File: src/sv/rnts_pkg.sv
// ----------------------------------------------------------------------------
// rnts_pkg: shared types and constants for the radix number-to-symbols unit
// Command and result word layouts, action codes, and sizing constants.
// ----------------------------------------------------------------------------
package rnts_pkg;

	localparam int MAX_SYMBOLS = 64;
	localparam int NUMBER_BITS = 32;

	// symbol count holds 0..MAX_SYMBOLS
	localparam int CNT_W  = $clog2(MAX_SYMBOLS + 1);
	// one digit value, also the alphabet address
	localparam int DIG_W  = $clog2(MAX_SYMBOLS);
	// digit stack depth holds 0..NUMBER_BITS
	localparam int DEP_W  = $clog2(NUMBER_BITS + 1);
	localparam int STK_AW = $clog2(NUMBER_BITS);
	localparam int BIT_W  = $clog2(NUMBER_BITS);

	localparam logic [1:0] ACT_CLEAR   = 2'd0;
	localparam logic [1:0] ACT_APPEND  = 2'd1;
	localparam logic [1:0] ACT_CONVERT = 2'd2;

	localparam logic [7:0] SYM_MINUS = 8'h2D;
	localparam logic [7:0] SYM_PLUS  = 8'h2B;

	typedef struct packed {
		logic [1:0]                    action;
		logic [7:0]                    symbol;
		logic signed [NUMBER_BITS-1:0] number;
	} rnts_cmd_t;

	typedef struct packed {
		logic [7:0] out_symbol;
		logic       last;
	} rnts_res_t;

endpackage

File: src/sv/radix_number_to_symbols_unit.sv
// ----------------------------------------------------------------------------
// radix_number_to_symbols_unit: signed integer to text in a custom radix
// Builds a digit alphabet one symbol at a time and converts signed numbers
// into a stream of symbols, most significant digit first.
// ----------------------------------------------------------------------------
//
//  channel  | handshake             | word
//  ---------+-----------------------+---------------------------------------
//  command  | start / busy          | cmd    (action, symbol, number)
//  result   | result_valid (strobe) | result (out_symbol, last)
//
//  Clear and append complete without raising busy.
//  Convert: one restoring divider makes one quotient bit per cycle over all
//  NUMBER_BITS dividend bits for each digit, then each digit is looked up in
//  the alphabet RAM (S_RD, then S_OUT); zero skips the divider.
//  Reset clears count, seen map and bad flag; the alphabet RAM is not cleared.
//  Results are strobed for one cycle each; the receiver cannot stall them.
// ----------------------------------------------------------------------------
module radix_number_to_symbols_unit (
	input  logic               clk,
	input  logic               arst_n,
	input  logic               start,
	output logic               busy,
	input  rnts_pkg::rnts_cmd_t cmd,
	output logic               result_valid,
	output rnts_pkg::rnts_res_t result
);

	import rnts_pkg::*;

	typedef enum logic [1:0] {S_IDLE, S_DIV, S_RD, S_OUT} state_t;

	state_t                 state_q;
	logic [CNT_W-1:0]       count_q;
	logic [255:0]           seen_q;
	logic                   bad_q;
	logic [DEP_W-1:0]       depth_q;
	logic [BIT_W-1:0]       bit_q;
	logic [CNT_W-1:0]       rem_q;
	logic [NUMBER_BITS-1:0] quo_q;
	logic                   res_valid_q;
	rnts_res_t              res_q;
	logic [DIG_W-1:0]       stack_q [NUMBER_BITS];

	logic                   accept;
	logic                   alpha_ok;
	logic [NUMBER_BITS-1:0] num_u;
	logic                   neg;
	logic [NUMBER_BITS-1:0] mag;
	logic [CNT_W:0]         rem_sh;
	logic [CNT_W:0]         rem_diff;
	logic                   ge;
	logic [CNT_W-1:0]       rem_nx;
	logic [NUMBER_BITS-1:0] quo_nx;
	logic                   last_bit;
	logic [DEP_W-1:0]       depth_m1;
	logic                   stk_we;
	logic [STK_AW-1:0]      stk_waddr;
	logic [DIG_W-1:0]       stk_wdata;
	logic                   ram_we;
	logic [DIG_W-1:0]       ram_raddr;
	logic [7:0]             ram_rdata;

	assign busy     = (state_q != S_IDLE);
	assign accept   = start && !busy;
	assign alpha_ok = !bad_q && (count_q >= CNT_W'(2));

	assign num_u = cmd.number;
	assign neg   = num_u[NUMBER_BITS-1];
	assign mag   = neg ? (~num_u + 1'b1) : num_u;

	// one restoring-division step: bring in the next dividend bit
	assign rem_sh   = {rem_q, quo_q[NUMBER_BITS-1]};
	assign rem_diff = rem_sh - {1'b0, count_q};
	assign ge       = (rem_sh >= {1'b0, count_q});
	assign rem_nx   = ge ? rem_diff[CNT_W-1:0] : rem_sh[CNT_W-1:0];
	assign quo_nx   = {quo_q[NUMBER_BITS-2:0], ge};
	assign last_bit = (bit_q == BIT_W'(NUMBER_BITS - 1));

	assign depth_m1 = depth_q - 1'b1;

	always_comb begin
		stk_we    = 1'b0;
		stk_waddr = depth_q[STK_AW-1:0];
		stk_wdata = rem_nx[DIG_W-1:0];
		if (state_q == S_IDLE) begin
			// zero converts to a single digit of value zero
			stk_we    = accept && (cmd.action == ACT_CONVERT) && alpha_ok && (mag == '0);
			stk_waddr = '0;
			stk_wdata = '0;
		end else if (state_q == S_DIV) begin
			stk_we = last_bit;
		end
	end

	assign ram_we = accept && (cmd.action == ACT_APPEND) && (cmd.symbol != 8'd0)
		&& (count_q < CNT_W'(MAX_SYMBOLS));
	assign ram_raddr = stack_q[depth_m1[STK_AW-1:0]];

	rnts_ram #(
		.WIDTH(8),
		.DEPTH(MAX_SYMBOLS)
	) u_alphabet (
		.clk  (clk),
		.we   (ram_we),
		.waddr(count_q[DIG_W-1:0]),
		.wdata(cmd.symbol),
		.raddr(ram_raddr),
		.rdata(ram_rdata)
	);

	always_ff @(posedge clk) begin
		if (stk_we) begin
			stack_q[stk_waddr] <= stk_wdata;
		end
	end

	always_ff @(posedge clk or negedge arst_n) begin
		if (!arst_n) begin
			state_q     <= S_IDLE;
			count_q     <= '0;
			seen_q      <= '0;
			bad_q       <= 1'b0;
			depth_q     <= '0;
			bit_q       <= '0;
			rem_q       <= '0;
			quo_q       <= '0;
			res_valid_q <= 1'b0;
			res_q       <= '0;
		end else begin
			res_valid_q <= 1'b0;
			case (state_q)
				S_IDLE: begin
					if (accept) begin
						case (cmd.action)
							ACT_CLEAR: begin
								count_q <= '0;
								seen_q  <= '0;
								bad_q   <= 1'b0;
							end
							ACT_APPEND: begin
								if (cmd.symbol != 8'd0) begin
									if (count_q >= CNT_W'(MAX_SYMBOLS)) begin
										bad_q <= 1'b1;
									end else begin
										if (seen_q[cmd.symbol] || (cmd.symbol == SYM_MINUS)
											|| (cmd.symbol == SYM_PLUS)) begin
											bad_q <= 1'b1;
										end
										seen_q[cmd.symbol] <= 1'b1;
										count_q            <= count_q + 1'b1;
									end
								end
							end
							ACT_CONVERT: begin
								if (alpha_ok) begin
									if (neg) begin
										res_valid_q      <= 1'b1;
										res_q.out_symbol <= SYM_MINUS;
										res_q.last       <= 1'b0;
									end
									quo_q <= mag;
									rem_q <= '0;
									bit_q <= '0;
									if (mag == '0) begin
										depth_q <= DEP_W'(1);
										state_q <= S_RD;
									end else begin
										depth_q <= '0;
										state_q <= S_DIV;
									end
								end
							end
							default: begin
							end
						endcase
					end
				end
				S_DIV: begin
					quo_q <= quo_nx;
					if (last_bit) begin
						// push the remainder digit, restart on the quotient
						rem_q   <= '0;
						bit_q   <= '0;
						depth_q <= depth_q + 1'b1;
						if ((quo_nx == '0) || (depth_q == DEP_W'(NUMBER_BITS - 1))) begin
							state_q <= S_RD;
						end
					end else begin
						rem_q <= rem_nx;
						bit_q <= bit_q + 1'b1;
					end
				end
				S_RD: begin
					state_q <= S_OUT;
				end
				S_OUT: begin
					res_valid_q      <= 1'b1;
					res_q.out_symbol <= ram_rdata;
					res_q.last       <= (depth_q == DEP_W'(1));
					depth_q          <= depth_m1;
					state_q          <= (depth_q == DEP_W'(1)) ? S_IDLE : S_RD;
				end
				default: begin
					state_q <= S_IDLE;
				end
			endcase
		end
	end

	assign result_valid = res_valid_q;
	assign result       = res_q;

	a_depth_bound: assert property (@(posedge clk) disable iff (!arst_n)
		depth_q <= DEP_W'(NUMBER_BITS))
		else $error("digit stack depth out of range");

	a_rem_below_radix: assert property (@(posedge clk) disable iff (!arst_n)
		(state_q == S_DIV) |-> (rem_q < count_q))
		else $error("divider remainder not below radix");

	a_busy_valid_alpha: assert property (@(posedge clk) disable iff (!arst_n)
		busy |-> (!bad_q && (count_q >= CNT_W'(2))))
		else $error("conversion running on an invalid alphabet");

	a_last_ends_item: assert property (@(posedge clk) disable iff (!arst_n)
		(result_valid && result.last) |-> !busy)
		else $error("final symbol emitted while still busy");

	a_emit_has_digits: assert property (@(posedge clk) disable iff (!arst_n)
		(state_q == S_RD || state_q == S_OUT) |-> (depth_q != '0))
		else $error("emission with an empty digit stack");

endmodule

File: src/sv/rnts_ram.sv
// ----------------------------------------------------------------------------
// rnts_ram: generic single-write, single-read RAM
// One write port and one read port; read data is registered.
// ----------------------------------------------------------------------------
module rnts_ram #(
	parameter int WIDTH = 8,
	parameter int DEPTH = 64
) (
	input  logic                     clk,
	input  logic                     we,
	input  logic [$clog2(DEPTH)-1:0] waddr,
	input  logic [WIDTH-1:0]         wdata,
	input  logic [$clog2(DEPTH)-1:0] raddr,
	output logic [WIDTH-1:0]         rdata
);

	logic [WIDTH-1:0] mem_q [DEPTH];
	logic [WIDTH-1:0] rdata_q;

	always_ff @(posedge clk) begin
		if (we) begin
			mem_q[waddr] <= wdata;
		end
		rdata_q <= mem_q[raddr];
	end

	assign rdata = rdata_q;

endmodule
File: config.mk
export PLATFORM = sky130hd
export DESIGN_NAME = radix_number_to_symbols_unit
export DESIGN_NICKNAME = d
export VERILOG_FILES = /design/src/sv/rnts_pkg.sv /design/src/sv/radix_number_to_symbols_unit.sv /design/src/sv/rnts_ram.sv
export SDC_FILE = /design/constraint.sdc
export NUM_CORES = 2
export LEC_CHECK = 0
export BUFFER_PORTS_ARGS = -buffer_cell sky130_fd_sc_hd__buf_2
export CAP_MARGIN = 15
export CORE_MARGIN = 2
export CORE_UTILIZATION = 55
export CTS_BUF_LIST = sky130_fd_sc_hd__clkbuf_16
export DETAILED_ROUTE_END_ITERATION = 10
export PLACE_DENSITY = 0.74
export SLEW_MARGIN = 40
export SYNTH_ARGS = -nofsm -noshare
export SYNTH_HDL_FRONTEND = slang
export SYNTH_SLANG_ARGS = --single-unit
File: constraint.sdc
create_clock -name clk -period 3.8 [get_ports clk]
set_input_delay 0.19 -clock clk [delete_from_list [all_inputs] [get_ports clk]]
set_output_delay 0.19 -clock clk [all_outputs]
set_load 0.1 [all_outputs]
==> summary.md <==
| Metric | Value |
|---|---|
| Critical Path Start Type | `flip-flop` |
| Sequential fraction of the synthesis area | `66.6%` |
| CP Class | `flip-flop to flip-flop` |
| Reg2reg end | `u_alphabet.rdata[7]` |
| Sw power | `0.00480 W` |
| RSZ-0062 raised after global routing | `true` |
| Multi-input gate area | `14700 sq um` |
| I/O Buffers | `55` |
| Final Skew | `0.0335 ns` |
| Critical path data required time | `4.36 ns` |
| Dpl hpwl | `72.4 mm` |
| Final Cell Area | `52500 sq um` |
| CP max FO | `9` |
| Die Width | `288 microns` |
| Vias per cell | `6.38` |
| Commonest cells post-synth | `edfxtp_1 (704), nor2_1 (437), mux2i_1 (354)` |
| Yosys cell types | `74` |
| Final Hold Violating Endpoints | `0` |
| Switching part of the total power | `20.8%` |
| Hold slack | `0.0287 ns` |
| Violated checks | `setup timing` |
| Post-placement cell area | `47300 sq um` |
| Final Cycle Share | `106%` |
| Post-synth EDFFs | `704` |
| Synth area leader | `edfxtp_1` |
| Storage cell area | `29500 sq um` |
| Global-route wire length before repair | `177 mm` |
| Std cell rows | `103` |
| Primary FF master, synth | `edfxtp_1` |
| Syn_nets | `3154` |
| Synth top area cells | `edfxtp_1 (48%), dfrtp_1 (18%), mux2i_1 (8.0%)` |
| Vias in the first global route | `29000` |
| Final Routed Wirelength | `116 mm` |
| Post-DRT Antenna Nets | `0` |
| Clock Power Share | `44.9%` |
| DR iter-0 viols | `3365` |
| PD cells | `441 nW/um^2` |
| Worst-Margin Slew | `0.889 ns` |
| P&R area growth vs syn | `18.7%` |
| Max_cap viols | `0` |
| H-Tree Depth | `3` |
| Yosys Warn Count | `0` |
| Worst-skew pair later-pin latency | `0.67 ns` |
| RR Startpoint | `depth_q[0]` |
| Die area | `82700 sq um` |
| CTS sink count | `1038` |
| DRT Pass-1 Iters | `7` |
| Max Freq | `247 MHz` |
| Global placement routability congestion | `0.905` |
| Final Util | `66.2%` |
| Fin crit period | `4.05 ns` |
| R2R cell count | `18` |
| Total power | `0.0231 W` |
| Layout cell share with drive strength beyond 1 | `23.6%` |
| Initial antenna violation count | `3` |
| Worst setup margin | `-0.246 ns` |
| Reg clk slew, reported paths | `0.06 ns` |
| Reg power frac | `52.6%` |
| Root Buffer | `clkbuf_16` |
| Most numerous cell in the Yosys netlist | `edfxtp_1` |
| IO Pins | `56` |
| Rel. slew slack | `40.8%` |
| Largest net degree at the start of global routing | `208` |
| DRC Markers | `0` |
| Async SR Flop Fraction | `31.4%` |
| Slew Limit Fails | `0` |
| Setup crit end kind | `flip-flop` |
| TritonCTS Buffers | `103` |
| Cell Area, Synth | `44200 sq um` |
| Peak VDD IR | `0.000449 V` |
| Worst Hold Class | `input port to flip-flop` |
| Hold Crit Start | `cmd[5]` |
| Core area | `79300 sq um` |
| Hold path cells | `5` |
| Combinational share of power | `2.5%` |
| Fill cells | `5315` |
| Int Pwr | `0.0183 W` |
| End point of the worst hold path | `quo_q[5]` |
| Max clock buf depth | `3` |
| Leak Pwr | `19.6 nW` |
| Syn Inst Count | `3089` |
| Setup slack, reg-to-reg | `-0.25 ns` |
| Status | `complete, but fails checks` |
| Wire per inst | `25.8 microns` |
| Final setup viols | `8` |
| Final Net Count | `3424` |
| Die Ht | `288 microns` |
| Initial Util | `55.8%` |
| Sum Neg Setup Slack | `-1.10 ns` |
| Via count | `28700` |
| Overflow after GRT | `0` |
| Critical Path AT | `4.61 ns` |
| Average size of a mapped cell | `14.3 sq um` |
| Synthesized flop and latch total | `1038` |
| Post-synth top area share | `47.8%` |
| Clock tree from TritonCTS | `yes` |
| Total track usage | `28.2%` |
final cells by class:
type	instances	share of cell area, %
timing repair buffer	362	6.47
inverter	28	0.200
antenna	3	0.0143
tap	1050	2.50
clock inverter	89	1.60
sequential	1038	56.1
multi-input combinational	1826	28.0
clock buffer	106	5.06
critical path, stage by stage, from the launching register on:
cell and delay (ns):
dfrtp_2 0.37, inv_2 0.05, ha_4 0.28, buf_12 0.11, buf_4 0.12, mux2_2 0.34, o22ai_1 0.19, nor4b_1 0.09
buf_4 0.15, nor4_4 0.37, buf_12 0.20, buf_12 0.13, buf_6 0.15, buf_12 0.15, mux2i_1 0.26, a221oi_1 0.21
o41ai_2 0.45, nand4_1 0.17, o21a_1 0.13
power groups by stage:
| stage | combinational, W | clock (W) | sequential, W |
|---|---|---|---|
| global route | 0.000631 | 0.0109 | 0.0122 |
| global placement | 0.000536 | 0 | 0.0124 |
| CTS | 0.000581 | 0.0104 | 0.0122 |
| detailed placement | 0.000565 | 0 | 0.0124 |
| floorplan | 0.000246 | 0 | 0.0124 |
| finish | 0.000579 | 0.0104 | 0.0122 |
layer usage:
metal | wire length [microns] | global-route usage (%) | vias up
met2 | 56600 | 45.7 | 1476
met4 | 5050 | 12.0 | 0
met1 | 45000 | 38.0 | 14600
met5 | 0 | 0 | -
li1 | - | - | 12300
met3 | 9470 | 4.67 | 320
stage by stage:
step	cells	worst slack (ns)
2_1_floorplan	3089	0.00238
3_5_place_dp	4238	-0.335
4_1_cts	4495	-0.121
3_3_place_gp	4236	-0.265
5_1_grt	4502	-0.312
6_report	4502	-0.246
sequential cells by signal, summed over array words and instances, names as in the netlist:
name,count
bit_q,5
bad_q,1
stack_q,192
result,9
depth_q,6
count_q,7
state_q,2
result_valid,1
u_alphabet.mem_q,512
seen_q,256
rem_q,7
u_alphabet.rdata,8
quo_q,32
how the worst max path moves through the flow:
| stage | slack, ns | to | start |
|---|---|---|---|
| after floorplan | 0.002 | u_alphabet.rdata[5] | depth_q[0] |
| after global placement | -0.26 | u_alphabet.rdata[3] | depth_q[0] |
| after detailed placement | -0.34 | u_alphabet.rdata[6] | depth_q[1] |
| after CTS | -0.12 | u_alphabet.rdata[3] | depth_q[0] |
| after global routing | -0.31 | u_alphabet.rdata[2] | depth_q[1] |
| final | -0.25 | u_alphabet.rdata[7] | depth_q[0] |
cell families (layout without fill, tap and decap cells):
kind of cell | Yosys count | after routing | synth area share [%]
AOI/OAI and AO/OA | 564 | 564 | 7.86
xor gates and xnor gates | 39 | 39 | 0.824
adders and majority gates | 20 | 20 | 0.583
buffers and inverters | 225 | 585 | 2.27
DFF | 1038 | 1038 | 66.6
muxes | 498 | 498 | 14.9
other | 0 | 3 | 0
and+or+nand+nor | 705 | 705 | 6.96
cell usage in the layout, fill, tap and decap left out, types with 16 or more instances in the layout:
cell       count
edfxtp_1     704
nor2_1       422
dfrtp_1      325
a21oi_1      305
mux2i_1      298
buf_4        231
mux4_2       125
clkbuf_16    106
nand2_1       95
o21ai_0       51
buf_2         50
inv_1         42
mux2i_2       38
nand3_1       35
buf_12        35
a221oi_1      33
nor3_1        30
a22oi_1       30
a221oi_2      27
xnor2_1       26
nand4_1       22
clkinv_1      22
clkinv_2      22
mux2i_4       18
ha_1          18
mux2_2        16
buf_6         16
repair_timing:
item | CTS | global route
pin swaps | 40 | 27
endpoints found under the hold margin | 167 | 0
setup endpoints to repair | 8 | 14
resized for setup | 124 | 48
gates cloned | 8 | 0
buffers inserted | 42 | 4
hold buffers | 14 | 0
Note: power is estimated with default switching activity, not from simulation.
